[config.mk]
export PLATFORM = sky130hd
export DESIGN_NAME = base64_decoder_top_flat
export DESIGN_NICKNAME = d
export VERILOG_FILES = /design/src/rtl/core/b64d_pkg.sv /design/src/rtl/core/b64d_char_if.sv /design/src/rtl/core/b64d_result_if.sv /design/src/rtl/core/base64_decoder_top.sv /design/src/rtl/core/b64d_result_fifo.sv /design/src/flat_wrapper.sv
export SDC_FILE = /design/constraint.sdc
export NUM_CORES = 1
export LEC_CHECK = 0
export BUFFER_PORTS_ARGS = -buffer_cell sky130_fd_sc_hd__buf_2
export CAP_MARGIN = 40
export CORE_AREA = 4 4 218 220
export DETAILED_ROUTE_END_ITERATION = 10
export DIE_AREA = 0 0 222 224
export SETUP_SLACK_MARGIN = 0.3
export SYNTH_ARGS = -nofsm -noshare
export SYNTH_HDL_FRONTEND = slang
export SYNTH_SLANG_ARGS = --single-unit
[constraint.sdc]
create_clock -name clk -period 9.06 [get_ports clk]
set_input_delay 0.453 -clock clk [delete_from_list [all_inputs] [get_ports clk]]
set_output_delay 0.453 -clock clk [all_outputs]
set_load 0.005 [all_outputs]
[src/rtl/core/b64d_pkg.sv]
// ----------------------------------------------------------------------------
// b64d_pkg
// Shared types, constants and helper functions of the base64 decoder.
// ----------------------------------------------------------------------------
package b64d_pkg;

  localparam int COUNT_WIDTH = 16;
  localparam int unsigned COUNT_LIMIT =
    (COUNT_WIDTH >= 16) ? 32'd65535 : ((32'd1 << COUNT_WIDTH) - 32'd1);

  localparam logic [7:0] CHAR_END   = 8'h00;
  localparam logic [7:0] CHAR_SPACE = 8'h20;
  localparam logic [7:0] CHAR_PLUS  = 8'h2B;
  localparam logic [7:0] CHAR_SLASH = 8'h2F;
  localparam logic [7:0] CHAR_PAD   = 8'h3D;
  localparam logic [7:0] CHAR_UP_A  = 8'h41;
  localparam logic [7:0] CHAR_UP_Z  = 8'h5A;
  localparam logic [7:0] CHAR_LO_A  = 8'h61;
  localparam logic [7:0] CHAR_LO_Z  = 8'h7A;
  localparam logic [7:0] CHAR_DIG_0 = 8'h30;
  localparam logic [7:0] CHAR_DIG_9 = 8'h39;

  localparam int FIFO_DEPTH = 8;
  localparam int MAX_PUSH   = 3;
  localparam int PTR_W      = $clog2(FIFO_DEPTH);
  localparam int LEVEL_W    = $clog2(FIFO_DEPTH + 1);
  localparam int PUSH_W     = $clog2(MAX_PUSH + 1);

  typedef struct packed {
    logic [7:0]  data_byte;
    logic        byte_valid;
    logic        last;
    logic        status;
    logic [15:0] byte_count;
  } result_t;

  typedef struct packed {
    logic       ok;
    logic [5:0] value;
  } sextet_t;

  typedef struct packed {
    logic [LEVEL_W-1:0] level;
    logic               room;
  } fifo_status_t;

  function automatic sextet_t sextet_of(logic [7:0] c);
    sextet_t s;
    s.ok    = 1'b1;
    s.value = 6'd0;
    if (c >= CHAR_UP_A && c <= CHAR_UP_Z) begin
      s.value = 6'(c - CHAR_UP_A);
    end else if (c >= CHAR_LO_A && c <= CHAR_LO_Z) begin
      s.value = 6'(c - CHAR_LO_A + 8'd26);
    end else if (c >= CHAR_DIG_0 && c <= CHAR_DIG_9) begin
      s.value = 6'(c - CHAR_DIG_0 + 8'd52);
    end else if (c == CHAR_PLUS) begin
      s.value = 6'd62;
    end else if (c == CHAR_SLASH) begin
      s.value = 6'd63;
    end else begin
      s.ok = 1'b0;
    end
    return s;
  endfunction

  function automatic logic [15:0] sat_add(logic [15:0] total, logic [PUSH_W-1:0] n);
    logic [16:0] sum;
    sum = {1'b0, total} + 17'(n);
    if (sum > 17'(COUNT_LIMIT)) begin
      return 16'(COUNT_LIMIT);
    end
    return sum[15:0];
  endfunction

  function automatic result_t byte_result(logic [7:0] b);
    result_t r;
    r            = '0;
    r.data_byte  = b;
    r.byte_valid = 1'b1;
    return r;
  endfunction

  function automatic result_t final_result(logic status, logic [15:0] count);
    result_t r;
    r            = '0;
    r.last       = 1'b1;
    r.status     = status;
    r.byte_count = count;
    return r;
  endfunction

endpackage

[src/rtl/core/b64d_char_if.sv]
// ----------------------------------------------------------------------------
// b64d_char_if
// Character input channel: one encoded byte per transaction.
// ----------------------------------------------------------------------------
interface b64d_char_if;
  logic       valid;
  logic       ready;
  logic [7:0] char_in;

  modport source (output valid, output char_in, input ready);
  modport sink (input valid, input char_in, output ready);
endinterface

[src/rtl/core/b64d_result_if.sv]
// ----------------------------------------------------------------------------
// b64d_result_if
// Result output channel: one decoded byte or final status per transaction.
// ----------------------------------------------------------------------------
interface b64d_result_if;
  logic        valid;
  logic        ready;
  logic [7:0]  data_byte;
  logic        byte_valid;
  logic        last;
  logic        status;
  logic [15:0] byte_count;

  modport source (output valid, output data_byte, output byte_valid, output last,
                  output status, output byte_count, input ready);
  modport sink (input valid, input data_byte, input byte_valid, input last,
                input status, input byte_count, output ready);
endinterface

[src/rtl/core/base64_decoder_top.sv]
// ----------------------------------------------------------------------------
// base64_decoder_top
// Base64 (standard alphabet) decoder, one character byte per transaction.
// ----------------------------------------------------------------------------
// Accepts one character per cycle while not stalled. A character is
// registered on acceptance and decoded once the result queue has room.
// Its results (zero to three) are written into an eight-entry result queue
// at the clock edge that ends the decoding cycle. Results leave one per
// cycle while the receiver is ready. The input stalls only while a
// character waits in the input register and the queue holds more than
// five results. Four characters give at most three bytes, which keeps a
// one-character-per-cycle stream flowing while results are taken unstalled.
module base64_decoder_top (
  input logic           clk,
  input logic           rst,
  b64d_char_if.sink     chars,
  b64d_result_if.source results
);

  logic        in_vld;
  logic [7:0]  in_char;
  logic [17:0] bit_accumulator;
  logic [17:0] bit_accumulator_next;
  logic [1:0]  sextet_count;
  logic [1:0]  sextet_count_next;
  logic [15:0] decoded_total;
  logic [15:0] decoded_total_next;
  logic        discarding;
  logic        discarding_next;

  b64d_pkg::fifo_status_t       fifo_st;
  b64d_pkg::result_t            push_data [b64d_pkg::MAX_PUSH];
  logic [b64d_pkg::PUSH_W-1:0]  push_n;
  logic [b64d_pkg::PUSH_W-1:0]  flush_n;
  logic                         proc;
  b64d_pkg::sextet_t            sx;
  logic [15:0]                  total_flushed;
  logic [7:0]                   flush_b0;
  logic [7:0]                   flush_b1;

  assign proc        = in_vld && fifo_st.room;
  assign chars.ready = !in_vld || fifo_st.room;

  always_ff @(posedge clk) begin
    if (chars.valid && chars.ready) begin
      in_char <= chars.char_in;
    end
  end

  always_comb begin
    sx            = b64d_pkg::sextet_of(in_char);
    flush_n       = (sextet_count == 2'd2) ? b64d_pkg::PUSH_W'(1) :
                    (sextet_count == 2'd3) ? b64d_pkg::PUSH_W'(2) : '0;
    total_flushed = b64d_pkg::sat_add(decoded_total, flush_n);
    flush_b0      = (sextet_count == 2'd3) ? bit_accumulator[17:10] : bit_accumulator[11:4];
    flush_b1      = bit_accumulator[9:2];

    bit_accumulator_next = bit_accumulator;
    sextet_count_next    = sextet_count;
    decoded_total_next   = decoded_total;
    discarding_next      = discarding;
    push_n               = '0;
    for (int i = 0; i < b64d_pkg::MAX_PUSH; i++) begin
      push_data[i] = '0;
    end

    if (proc) begin
      if (discarding) begin
        if (in_char == b64d_pkg::CHAR_END) begin
          bit_accumulator_next = '0;
          sextet_count_next    = '0;
          decoded_total_next   = '0;
          discarding_next      = 1'b0;
        end
      end else if (in_char == b64d_pkg::CHAR_END || in_char == b64d_pkg::CHAR_PAD) begin
        push_data[0]       = b64d_pkg::byte_result(flush_b0);
        push_data[1]       = b64d_pkg::byte_result(flush_b1);
        push_data[flush_n] = b64d_pkg::final_result(1'b0, total_flushed);
        push_n             = flush_n + b64d_pkg::PUSH_W'(1);
        bit_accumulator_next = '0;
        sextet_count_next    = '0;
        if (in_char == b64d_pkg::CHAR_END) begin
          decoded_total_next = '0;
        end else begin
          decoded_total_next = total_flushed;
          discarding_next    = 1'b1;
        end
      end else if (in_char <= b64d_pkg::CHAR_SPACE) begin
        // blanks and controls: skipped
      end else if (!sx.ok) begin
        push_data[0]         = b64d_pkg::final_result(1'b1, decoded_total);
        push_n               = b64d_pkg::PUSH_W'(1);
        bit_accumulator_next = '0;
        sextet_count_next    = '0;
        discarding_next      = 1'b1;
      end else if (sextet_count == 2'd3) begin
        push_data[0]         = b64d_pkg::byte_result(bit_accumulator[17:10]);
        push_data[1]         = b64d_pkg::byte_result(bit_accumulator[9:2]);
        push_data[2]         = b64d_pkg::byte_result({bit_accumulator[1:0], sx.value});
        push_n               = b64d_pkg::PUSH_W'(3);
        decoded_total_next   = b64d_pkg::sat_add(decoded_total, b64d_pkg::PUSH_W'(3));
        bit_accumulator_next = '0;
        sextet_count_next    = '0;
      end else begin
        bit_accumulator_next = {bit_accumulator[11:0], sx.value};
        sextet_count_next    = sextet_count + 2'd1;
      end
    end
  end

  always_ff @(posedge clk) begin
    if (rst) begin
      in_vld          <= 1'b0;
      bit_accumulator <= '0;
      sextet_count    <= '0;
      decoded_total   <= '0;
      discarding      <= 1'b0;
    end else begin
      if (chars.valid && chars.ready) begin
        in_vld <= 1'b1;
      end else if (proc) begin
        in_vld <= 1'b0;
      end
      bit_accumulator <= bit_accumulator_next;
      sextet_count    <= sextet_count_next;
      decoded_total   <= decoded_total_next;
      discarding      <= discarding_next;
    end
  end

  b64d_result_fifo u_fifo (
    .clk       (clk),
    .rst       (rst),
    .push_n    (push_n),
    .push_data (push_data),
    .fifo_st   (fifo_st),
    .results   (results)
  );

  a_push_needs_room: assert property (@(posedge clk) disable iff (rst)
    (push_n != '0) |-> fifo_st.room)
    else $error("results pushed without queue room");

  a_level_bound: assert property (@(posedge clk) disable iff (rst)
    fifo_st.level <= b64d_pkg::LEVEL_W'(b64d_pkg::FIFO_DEPTH))
    else $error("result queue overflow");

  a_discard_silent: assert property (@(posedge clk) disable iff (rst)
    (proc && discarding) |-> (push_n == '0))
    else $error("result produced while discarding");

  a_final_no_byte: assert property (@(posedge clk) disable iff (rst)
    (results.valid && results.last) |-> !results.byte_valid)
    else $error("final result carries a data byte");

endmodule

[src/rtl/core/b64d_result_fifo.sv]
// ----------------------------------------------------------------------------
// b64d_result_fifo
// Result queue: takes up to three results per cycle, issues one per cycle while the receiver is ready.
// ----------------------------------------------------------------------------
module b64d_result_fifo (
  input  logic                                 clk,
  input  logic                                 rst,
  input  logic [b64d_pkg::PUSH_W-1:0]          push_n,
  input  b64d_pkg::result_t                    push_data [b64d_pkg::MAX_PUSH],
  output b64d_pkg::fifo_status_t               fifo_st,
  b64d_result_if.source                        results
);

  b64d_pkg::result_t                  mem [b64d_pkg::FIFO_DEPTH];
  logic [b64d_pkg::PTR_W-1:0]         wr_ptr;
  logic [b64d_pkg::PTR_W-1:0]         rd_ptr;
  logic [b64d_pkg::LEVEL_W-1:0]       level;
  logic                               pop;
  b64d_pkg::result_t                  head;

  assign pop  = results.valid && results.ready;
  assign head = mem[rd_ptr];

  assign results.valid      = (level != '0);
  assign results.data_byte  = head.data_byte;
  assign results.byte_valid = head.byte_valid;
  assign results.last       = head.last;
  assign results.status     = head.status;
  assign results.byte_count = head.byte_count;

  assign fifo_st.level = level;
  assign fifo_st.room  =
    (level <= b64d_pkg::LEVEL_W'(b64d_pkg::FIFO_DEPTH - b64d_pkg::MAX_PUSH));

  always_ff @(posedge clk) begin
    for (int i = 0; i < b64d_pkg::MAX_PUSH; i++) begin
      if (b64d_pkg::PUSH_W'(i) < push_n) begin
        mem[wr_ptr + b64d_pkg::PTR_W'(i)] <= push_data[i];
      end
    end
  end

  always_ff @(posedge clk) begin
    if (rst) begin
      wr_ptr <= '0;
      rd_ptr <= '0;
      level  <= '0;
    end else begin
      wr_ptr <= wr_ptr + b64d_pkg::PTR_W'(push_n);
      if (pop) begin
        rd_ptr <= rd_ptr + b64d_pkg::PTR_W'(1);
      end
      level <= level + b64d_pkg::LEVEL_W'(push_n) - b64d_pkg::LEVEL_W'(pop);
    end
  end

endmodule

[src/flat_wrapper.sv]
// flat-port wrapper written by rule: the top's interface ports become plain ports
module base64_decoder_top_flat 
  (clk, rst, chars_valid, chars_char_in, chars_ready, results_valid, results_data_byte, results_byte_valid, results_last, results_status, results_byte_count, results_ready);
  b64d_char_if chars_i ();
  b64d_result_if results_i ();
  input logic clk;
  input logic rst;
  input wire logic [$bits(chars_i.valid)-1:0] chars_valid;
  input wire logic [$bits(chars_i.char_in)-1:0] chars_char_in;
  output wire logic [$bits(chars_i.ready)-1:0] chars_ready;
  output wire logic [$bits(results_i.valid)-1:0] results_valid;
  output wire logic [$bits(results_i.data_byte)-1:0] results_data_byte;
  output wire logic [$bits(results_i.byte_valid)-1:0] results_byte_valid;
  output wire logic [$bits(results_i.last)-1:0] results_last;
  output wire logic [$bits(results_i.status)-1:0] results_status;
  output wire logic [$bits(results_i.byte_count)-1:0] results_byte_count;
  input wire logic [$bits(results_i.ready)-1:0] results_ready;
  assign chars_i.valid = chars_valid;
  assign chars_i.char_in = chars_char_in;
  assign chars_ready = chars_i.ready;
  assign results_valid = results_i.valid;
  assign results_data_byte = results_i.data_byte;
  assign results_byte_valid = results_i.byte_valid;
  assign results_last = results_i.last;
  assign results_status = results_i.status;
  assign results_byte_count = results_i.byte_count;
  assign results_i.ready = results_ready;
  base64_decoder_top u_core (.clk(clk), .rst(rst), .chars(chars_i), .results(results_i));
endmodule
==> results of run 1 <==
## how the worst max path moves through the flow
stage                           start                  endpoint  cells after the start
floorplan           u_core.in_char[2]   u_core.u_fifo.mem[2][0]                     12
global placement    u_core.in_char[4]   u_core.u_fifo.mem[5][8]                      7
detailed placement  u_core.in_char[2]   u_core.u_fifo.mem[2][6]                     11
CTS                 u_core.in_char[2]  u_core.u_fifo.mem[2][15]                     11
global route        u_core.in_char[2]   u_core.u_fifo.mem[2][5]                     11
finish              u_core.in_char[2]   u_core.u_fifo.mem[2][7]                     11
## through the flow
step | power, mW | cells
after floorplan | 1.89 | 1550
after global placement | 2.08 | 2080
after detailed placement | 2.09 | 2091
after CTS | 3.41 | 2148
after global routing | 3.51 | 2148
final | 3.39 | 2148
## cells by family after synthesis
kind of cell / after synthesis
AO/OA/AOI/OAI: 592
flip-flops: 275
AND/OR/NAND/NOR: 383
buffers and inverters: 156
adder cells (fa/ha/maj): 29
XOR/XNOR: 28
multiplexers: 87
## report_power, final
part           switching (mW)  internal (mW)  total (mW)
sequential             0.0586           1.40        1.46
clock                   0.539          0.792        1.33
combinational           0.306          0.294       0.600
## cell usage after synthesis (12+ instances only)
| master | n | area, um^2 |
|---|---|---|
| o21ai_0 | 95 | 475 |
| a211oi_1 | 62 | 465 |
| nand3_1 | 35 | 175 |
| ha_1 | 26 | 325 |
| xnor2_1 | 16 | 140 |
| buf_2 | 33 | 165 |
| a21oi_1 | 237 | 1190 |
| and2_1 | 15 | 93.8 |
| edfxtp_1 | 224 | 6730 |
| clkbuf_1 | 77 | 289 |
| mux2_2 | 32 | 360 |
| nor3_1 | 14 | 70.1 |
| nand2_1 | 116 | 435 |
| mux4_2 | 54 | 1220 |
| o21ai_1 | 42 | 210 |
| xor2_1 | 12 | 105 |
| and3_1 | 16 | 100 |
| a22oi_1 | 34 | 255 |
| a221oi_1 | 51 | 447 |
| inv_1 | 22 | 82.6 |
| nor2_1 | 101 | 379 |
| dfxtp_1 | 51 | 1020 |
## worst max-delay path, stage by stage (launching register included)
cell       delay [ps]
edfxtp_1          530
inv_1             250
ha_1              330
a21o_1            250
o2111ai_1         140
and3_1            380
nor2_1            720
o21ai_0           310
a21oi_1           210
a21oi_1           290
o31ai_4           540
buf_4             450
## sequential cells by signal, indices dropped and copies added (netlist names), named ones only
name and cells:
u_core.bit_accumulator 18, u_core.decoded_total 16, u_core.u_fifo.wr_ptr 3, u_core.u_fifo.rd_ptr 3
u_core.discarding 1, u_core.in_vld 1, u_core.in_char 8, u_core.u_fifo.mem 216
u_core.u_fifo.level 4, u_core.sextet_count 2
## per-layer routing
layer / routed length, um / up-vias / global-route usage [%]
li1: - / 5985 / -
met3: 5420 / 111 / 4.13
met4: 1710 / 0 / 6.16
met1: 22100 / 6556 / 28.7
met2: 23000 / 767 / 31.3
met5: 0 / - / 0.285
## layout make-up
class	instances	area, um^2	area share [%]
Multi-Input combinational cell	1119	7850	43.3
Timing Repair Buffer	74	596	3.29
Clock buffer	43	918	5.07
Clock inverter	14	159	0.877
Sequential cell	275	7750	42.8
Tap cell	600	751	4.14
Inverter	23	88.8	0.490
==> metrics.md, run 1 <==
| Metric | Value |
|---|---|
| Status | `finished clean` |
| Die Footprint | `0.0497 mm^2` |
| Largest family of logic cells by synthesized area | `compound AO/OA/AOI/OAI gates` |
| Vias/cell | `6.25` |
| Detail Route Antenna Nets | `0` |
| Worst slack, placed | `4370 ps` |
| Crit path max fanout | `20` |
| Final worst slack | `4320 ps` |
| I/O Buffers | `40` |
| Drt pass-1 iters | `7` |
| First-pass GRT wire length | `79100 um` |
| Power density over the cells | `187 mW/mm^2` |
| Clk_skew | `21.5 ps` |
| DP HPWL | `35400 um` |
| CP Data Required Time | `9320 ps` |
| R2r setup slk | `4320 ps` |
| Final #Nets | `1565` |
| Avg WL per Cell | `24.4 um` |
| Maximum vdd ir drop | `0.159 mV` |
| Final Hold Vio Count | `0` |
| Reg2reg start | `u_core.in_char[2]` |
| Worst-Margin Slew | `1010 ps` |
| Placed standard-cell area | `0.0170 mm^2` |
| Final min period | `4740 ps` |
| Leading cell type in the layout, fill and taps excluded | `a21oi_1` |
| Slew Limit Fails | `0` |
| Starting Density | `35.8%` |
| Post-Synth Simple-Gate Area | `11.8%` |
| Largest net degree at the start of global routing | `55` |
| Data arrival time of the worst path | `5000 ps` |
| Adder-cell share of the synthesized area | `2.38%` |
| Achievable Freq | `211 MHz` |
| WS Path Type | `reg2reg` |
| Rel. slew slack | `31.9%` |
| Post-synth EDFFs | `224` |
| Design area | `0.0181 mm^2` |
| Setup TNS Final | `0 ps` |
| Mapped Nets | `1591` |
| Worst Hold Path Cells | `1` |
| Total Wirelength | `52300 um` |
| Number of DRC markers in iteration 0 | `1814` |
| Mapped Cells | `1550` |
| Lkg Pwr | `5.62 nW` |
| Diodes inserted | `0` |
| Yosys Warn Count | `0` |
| FF-to-FF End | `u_core.u_fifo.mem[2][7]` |
| Gp weighted congestion | `0.921` |
| WHS Endpoint | `u_core.in_char[7]` |
| CP startpoint kind | `register` |
| Post-Synth XOR/XNOR Area | `1.51%` |
| H-Tree Level Count | `1` |
| Post-synthesis register bit count | `275` |
| # Post-CTS Setup Buffers | `0` |
| Synth-to-layout area growth | `11.7%` |
| Unrepaired setup endpoints after global routing | `false` |
| CORE AREA | `0.0453 mm^2` |
| Initial antenna violation count | `0` |
| Clock transition at the registers of the reported paths | `60 ps` |
| Hold Path Class | `in2reg` |
| Mux share of post-synthesis cell area | `9.78%` |
| Sink count of the clock tree | `275` |
| Vias | `13.4k` |
| Unique cell type count in the Yosys netlist | `77` |
| Top Ports | `41` |
| Commonest cells after routing, fill and taps aside | `a21oi_1, edfxtp_1, nand2_1` |
| Root buffer cell | `clkbuf_16` |
| Fillcell total | `4423` |
| Die width | `222 um` |
| CP Capture Type | `register` |
| Synthesized cell area | `0.0162 mm^2` |
| GRT Util Overall | `20.2%` |
| Compound-Gate Fraction of Synth Area | `22.4%` |
| Total congestion overflow | `0` |
| Post-synth top flop | `edfxtp_1` |
| Register area share after synthesis | `47.8%` |
| Final Cycle Share | `52.3%` |
| # rows | `78` |
| CTS Buf Count | `31` |
| CTS tree | `built` |
| Final setup fails | `0` |
| Hold Slack | `29.3 ps` |
| Maximum clock insertion buffer count | `3` |
| Synthesized area per cell | `10.5 um^2` |
| Chip Height | `224 um` |
| Cts repair resizes | `0` |
| Max cap viols | `0` |
| R2R depth | `11` |
| Worst hold start | `chars_char_in[7]` |
| Share of layout cells above drive strength 1 | `16.6%` |
| Async set or reset register ratio after synthesis | `0%` |
| Final core occ | `40.0%` |
| Drt drc | `0` |
| Vias in the first global route | `12.7k` |
| Post-CTS Hold Buffers | `0` |
| Worst skew pair latency | `610 ps` |
Power figures use the tool's default switching activity.
==> run 2, diff against run 1 <==
==> constraint.sdc (replaced) <==
create_clock -name clk -period 4.3 [get_ports clk]
set_input_delay 0.215 -clock clk [delete_from_list [all_inputs] [get_ports clk]]
set_output_delay 0.215 -clock clk [all_outputs]
set_load 0.005 [all_outputs]
==> run 2 against run 1 <==
Against the previous run: sequential share of layout area is 0.57 points lower; maximum frequency increased by 29%; final cell count up 2.3%; via count is 1.5% higher; clock power is 86% higher; critical path depth up 5; global-route usage increased by 0.14 points.
==> metrics.md, run 2 (synthesized netlist as in run 1, its figures left out) <==
| Metric | Value |
|---|---|
| Status | `finished clean` |
| Top flop regs | `u_core.u_fifo.mem x216, u_core.bit_accumulator x18, u_core.decoded_total x16` |
| Finished Layout Cells | `2197 (+2.3%)` |
| Total congestion overflow | `0 (unchanged)` |
| Initial antenna violation count | `1 (+1)` |
| Final Hold Vio Count | `0 (unchanged)` |
| H-Tree Level Count | `1 (unchanged)` |
| Lkg Pwr | `5.77 nW (+2.6%)` |
| Data arrival time of the worst path | `4140 ps (-860 ps)` |
| CP Data Required Time | `4760 ps (-4560 ps)` |
| Crit path to | `u_core.u_fifo.level[2]` |
| Maximum clock insertion buffer count | `3 (unchanged)` |
| Final #Nets | `1614 (+3.1%)` |
| FF-to-FF End | `u_core.u_fifo.level[2]` |
| Leading cell type in the layout, fill and taps excluded | `a21oi_1` |
| Hold Path Class | `in2reg` |
| GRT Util Overall | `20.3% (+0.14 points)` |
| I/O Buffers | `40 (unchanged)` |
| Largest net degree at the start of global routing | `45 (-18%)` |
| Top Ports | `41 (unchanged)` |
| Die Footprint | `0.0497 mm^2 (unchanged)` |
| Unrepaired setup endpoints after global routing | `false` |
| Share of layout cells above drive strength 1 | `18.3% (+1.7 points)` |
| Fillcell total | `4362 (-1.4%)` |
| Pint | `4.98 mW (+100%)` |
| Clock transition at the registers of the reported paths | `60 ps (about the same)` |
| Flop pwr share | `44.6% (+1.6 points)` |
| Clock power share | `36.1% (-3.2 points)` |
| Dpl cells | `2129 (+1.8%)` |
| Vias/cell | `6.20 (-0.80%)` |
| Final Cycle Share | `85.5% (+33 points)` |
| Final worst slack | `625 ps (-3690 ps)` |
| CP startpoint kind | `register` |
| Switch share | `27.4% (+0.75 points)` |
| Max cap viols | `0 (unchanged)` |
| Power density over the cells | `373 mW/mm^2 (+100%)` |
| Worst slack, placed | `347 ps (-4020 ps)` |
| Vias | `13.6k (+1.5%)` |
| Slew Limit Fails | `0 (unchanged)` |
| Worst-Margin Slew | `910 ps (-104 ps)` |
| # rows | `78 (unchanged)` |
| Reg2reg start | `u_core.in_char[0]` |
| Crit path max fanout | `10 (-50%)` |
| Root buffer cell | `clkbuf_16` |
| Drt drc | `0 (unchanged)` |
| CORE AREA | `0.0453 mm^2 (unchanged)` |
| Sink count of the clock tree | `275 (unchanged)` |
| Gp weighted congestion | `0.865 (-6.1%)` |
| Detail Route Antenna Nets | `0 (unchanged)` |
| Placed standard-cell area | `0.0173 mm^2 (+1.5%)` |
| First-pass GRT wire length | `79800 um (+0.86%)` |
| Setup TNS Final | `0 ps (unchanged)` |
| Synth-to-layout area growth | `13.2%` |
| Commonest cells after routing, fill and taps aside | `a21oi_1, edfxtp_1, nand2_1` |
| WS Path Type | `reg2reg` |
| Total Wirelength | `52800 um (+0.88%)` |
| R2r setup slk | `630 ps (-3690 ps)` |
| Logic pwr share | `19.4% (+1.7 points)` |
| CTS tree | `built` |
| Final min period | `3670 ps (-1070 ps)` |
| Number of DRC markers in iteration 0 | `1503 (-17%)` |
| Die width | `222 um (unchanged)` |
| Drt pass-1 iters | `6 (-1)` |
| Design area | `0.0184 mm^2 (+1.4%)` |
| FF+latch area | `0.00775 mm^2 (unchanged)` |
| R2R depth | `16 (+5)` |
| Worst skew pair latency | `580 ps (-30 ps)` |
| DP HPWL | `35100 um (-0.98%)` |
| Multi-input gate area | `0.00786 mm^2 (+0.18%)` |
| Setup crit start | `u_core.in_char[0]` |
| Rel. slew slack | `39.1% (+7.2 points)` |
| Final core occ | `40.5% (+0.54 points)` |
| Maximum vdd ir drop | `0.303 mV (+91%)` |
| Clk_skew | `14.9 ps (-6.60 ps)` |
| Vias in the first global route | `13.0k (+2.6%)` |
| Achievable Freq | `272 MHz (+29%)` |
| CTS Buf Count | `30 (-3.2%)` |
| Final setup fails | `0 (unchanged)` |
| CP Capture Type | `register` |
| Biggest register | `u_core.u_fifo.mem` |
| P_sw | `1.88 mW (+110%)` |
| Chip Height | `224 um (unchanged)` |
| Avg WL per Cell | `24.0 um (-1.4%)` |
| Starting Density | `35.8% (unchanged)` |
| Max reg flops | `216 (unchanged)` |
| Diodes inserted | `0 (unchanged)` |
run 2: worst min path at each step:
stage | from | to | slack (ps) | cells after the start
global route | results_ready | register | 80 | 4
CTS | results_ready | u_core.u_fifo.rd_ptr[1] | 20 | 4
floorplan | chars_char_in[0] | u_core.in_char[0] | 310 | 0
finish | results_ready | register | 30 | 4
detailed placement | chars_char_in[7] | u_core.in_char[7] | 400 | 1
global placement | chars_char_in[5] | u_core.in_char[5] | 400 | 1
run 2: metal layers:
| metal | GRT usage, % | part of all wire (%) | vias up |
|---|---|---|---|
| li1 | - | - | 6078 |
| met1 | 28.3 | 41 | 6569 |
| met2 | 32.1 | 45 | 816 |
| met3 | 3.38 | 10 | 152 |
| met4 | 7.68 | 3.5 | 0 |
| met5 | 0 | 0 | - |
run 2: area by class of cell:
| class | count | area share, % |
|---|---|---|
| multi-input cells | 1119 | 42.8 |
| flip-flops and latches | 275 | 42.2 |
| repair buffers | 124 | 5.32 |
| clock buffers | 41 | 4.59 |
| well taps | 600 | 4.09 |
| inverters | 23 | 0.484 |
| clock inverters | 15 | 0.457 |
run 2: power by group through the flow:
| stage | sequential [mW] | clock [mW] | combinational, mW |
|---|---|---|---|
| global placement | 3.20 | 0 | 1.20 |
| detailed placement | 3.11 | 0 | 1.33 |
| finish | 3.06 | 2.47 | 1.33 |
| floorplan | 3.02 | 0 | 0.955 |
| CTS | 3.06 | 2.50 | 1.34 |
| global route | 3.07 | 2.62 | 1.45 |
run 2: what timing repair did:
action / CTS / global route
setup endpoints to repair: 0 / 5
hold buffers: 11 / 0
hold endpoints to repair: 14 / 0
setup buffers: 0 / 1
gates resized for setup: 0 / 4
run 2: per-stage QoR:
stage | hold WS (ps) | total power, mW
floorplan | 314 | 3.98
global placement | 399 | 4.40
detailed placement | 402 | 4.44
CTS | 24.5 | 6.91
global route | 76.2 | 7.14
finish | 31.2 | 6.86
run 2: critical path, stage by stage, from the launching register on:
cell	delay, ps
edfxtp_1	530
inv_1	160
ha_1	320
nor2b_1	170
o21ai_2	230
and3_1	240
nor2_1	70
o21ai_1	270
nor2_1	70
o21ai_0	330
ha_1	300
inv_1	60
ha_1	150
inv_1	60
fa_1	370
xor2_1	160
nor2_1	50
==> run 3, diff against run 2 <==
==> constraint.sdc (replaced) <==
create_clock -name clk -period 4.3 [get_ports clk]
set_input_delay 0.86 -clock clk [delete_from_list [all_inputs] [get_ports clk]]
set_output_delay 0.86 -clock clk [all_outputs]
set_load 0.005 [all_outputs]
==> run 3 against run 2 <==
Against the previous run: clock-buffer cell count down 7; sequential cell count unchanged; maximum frequency fell by 2.2%; worst setup slack got worse by 82 ps; largest power group unchanged.
==> metrics.md, run 3 (synthesized netlist as in run 1, its figures left out) <==
| Metric | Value |
|---|---|
| Crit-path slowest cell | `edfxtp_1` |
| Vias in the first global route | `12.9k (-0.62%)` |
| Multi-input gate area | `0.00786 mm^2 (about the same)` |
| Final core occ | `40.4% (-0.18 points)` |
| Root buffer cell | `clkbuf_16` |
| CTS Buf Count | `31 (+3.3%)` |
| CORE AREA | `0.0453 mm^2 (unchanged)` |
| # Post-CTS Setup Buffers | `0 (unchanged)` |
| Initial antenna violation count | `0 (-1)` |
| Achievable Freq | `266 MHz (-2.2%)` |
| Critical Path Most Common Cell | `o21ai_4` |
| Vias/cell | `6.18 (-0.20%)` |
| Detail Route Antenna Nets | `0 (unchanged)` |
| H-Tree Level Count | `1 (unchanged)` |
| Max reg flops | `216 (unchanged)` |
| Drt pass-1 iters | `6 (unchanged)` |
| Hold Path Class | `in2reg` |
| Total Wirelength | `53000 um (+0.48%)` |
| Die Footprint | `0.0497 mm^2 (unchanged)` |
| CP startpoint kind | `register` |
| Max cap viols | `0 (unchanged)` |
| Total congestion overflow | `0 (unchanged)` |
| Die width | `222 um (unchanged)` |
| Clock transition at the registers of the reported paths | `60 ps (about the same)` |
| Synth-to-layout area growth | `12.7%` |
| Worst stage delay on the critical path | `520 ps (about the same)` |
| Worst slack, placed | `535 ps (+189 ps)` |
| Maximum vdd ir drop | `0.327 mV (+7.9%)` |
| Top flop regs | `u_core.u_fifo.mem x216, u_core.bit_accumulator x18, u_core.decoded_total x16` |
| Largest net degree at the start of global routing | `52 (+16%)` |
| WS Path Type | `reg2reg` |
| DP HPWL | `35500 um (+1.2%)` |
| CP top delay family | `compound AO/OA/AOI/OAI gates` |
| Worst-Margin Slew | `855 ps (-55.0 ps)` |
| Final worst slack | `543 ps (-82.0 ps)` |
| CP Data Required Time | `4560 ps (-200 ps)` |
| Final Hold Vio Count | `0 (unchanged)` |
| Starting Density | `35.8% (unchanged)` |
| Final #Nets | `1605 (-0.56%)` |
| Lkg Pwr | `5.74 nW (-0.38%)` |
| Gp weighted congestion | `0.888 (+2.7%)` |
| Power density over the cells | `378 mW/mm^2 (+1.1%)` |
| Biggest register | `u_core.u_fifo.mem` |
| Slew Limit Fails | `0 (unchanged)` |
| Data arrival time of the worst path | `4010 ps (-130 ps)` |
| Final min period | `3760 ps (+82.0 ps)` |
| Commonest cells after routing, fill and taps aside | `a21oi_1, edfxtp_1, nand2_1` |
| First-pass GRT wire length | `80200 um (+0.60%)` |
| Design area | `0.0183 mm^2 (-0.45%)` |
| Worst skew pair latency | `580 ps (about the same)` |
| Top Ports | `41 (unchanged)` |
| Hold Slack | `466 ps (+435 ps)` |
| Fillcell total | `4404 (+0.96%)` |
| Clk_skew | `14.2 ps (-0.706 ps)` |
| GRT Util Overall | `20.5% (+0.17 points)` |
| CTS tree | `built` |
| Unrepaired setup endpoints after global routing | `false` |
| Critical path, cell by cell | `inv_1 > ha_1 > nor2b_1 > o21ai_1 > nand3_1 > a21oi_2 > o21ai_4 > inv_4 > nand2_1 > o21ai_4 > buf_12` |
| Leading cell type in the layout, fill and taps excluded | `a21oi_1` |
| Maximum clock insertion buffer count | `3 (unchanged)` |
| Final Cycle Share | `87.4% (+1.9 points)` |
| Avg WL per Cell | `24.3 um (+1.0%)` |
| # rows | `78 (unchanged)` |
| Vias | `13.5k (-0.74%)` |
| Status | `finished clean` |
| Crit path max fanout | `27 (+17)` |
| Final setup fails | `0 (unchanged)` |
| CP Capture Type | `register` |
| Sink count of the clock tree | `275 (unchanged)` |
| Buf+Inv Stages, Crit Path | `3 (unchanged)` |
| Diodes inserted | `0 (unchanged)` |
| Rel. slew slack | `42.8% (+3.7 points)` |
| FF+latch area | `0.00775 mm^2 (unchanged)` |
| Placed standard-cell area | `0.0173 mm^2 (about the same)` |
| Share of layout cells above drive strength 1 | `18.6% (+0.27 points)` |
| Drt drc | `0 (unchanged)` |
| Number of DRC markers in iteration 0 | `1663 (+11%)` |
| Chip Height | `224 um (unchanged)` |
| I/O Buffers | `40 (unchanged)` |
## run 3: worst paths after layout
| kind | start | slack [ps] | to | cells after the start |
|---|---|---|---|---|
| worst max-delay path | u_core.in_char[1] | 540 | u_core.u_fifo.mem[6][8] | 11 |
| worst min-delay path | chars_char_in[6] | 470 | u_core.in_char[6] | 1 |
| worst max register to register | u_core.in_char[1] | 540 | u_core.u_fifo.mem[6][8] | 11 |
| worst min register to register | u_core.u_fifo.rd_ptr[1] | 490 | register | 2 |
## run 3: layout make-up
type	instances	share of cell area (%)
clock buffers	34	4.31
clock inverters	20	0.869
well taps	600	4.11
flip-flops and latches	275	42.4
repair buffers	114	4.81
multi-input cells	1119	43.0
inverters	23	0.486
## run 3: report_power, final
part / switching [mW] / internal, mW
clock: 1.10 / 1.43
combinational: 0.694 / 0.646
sequential: 0.0863 / 2.94
## run 3: routing by layer
metal | GRT usage, % | share of wire, % | wire (um) | vias up
li1 | - | - | - | 6067
met1 | 27.8 | 41 | 21900 | 6556
met2 | 33.2 | 46 | 24200 | 744
met3 | 4.14 | 9.3 | 4950 | 147
met4 | 6.78 | 3.6 | 1920 | 0
met5 | 0 | 0 | 0 | -
## run 3: what timing repair did
action                     in CTS  in global routing
hold buffers                    0                  0
resized for setup               0                  3
hold endpoints to repair        0                  0
setup endpoints to repair       0                 21
## run 3: per-stage QoR
| step | cells | setup TNS (ps) | total power [mW] |
|---|---|---|---|
| after floorplan | 1550 | -30820 | 3.98 |
| after global routing | 2185 | 0 | 7.19 |
| after CTS | 2184 | 0 | 6.96 |
| after global placement | 2126 | 0 | 4.42 |
| final | 2185 | 0 | 6.90 |
| after detailed placement | 2130 | 0 | 4.44 |
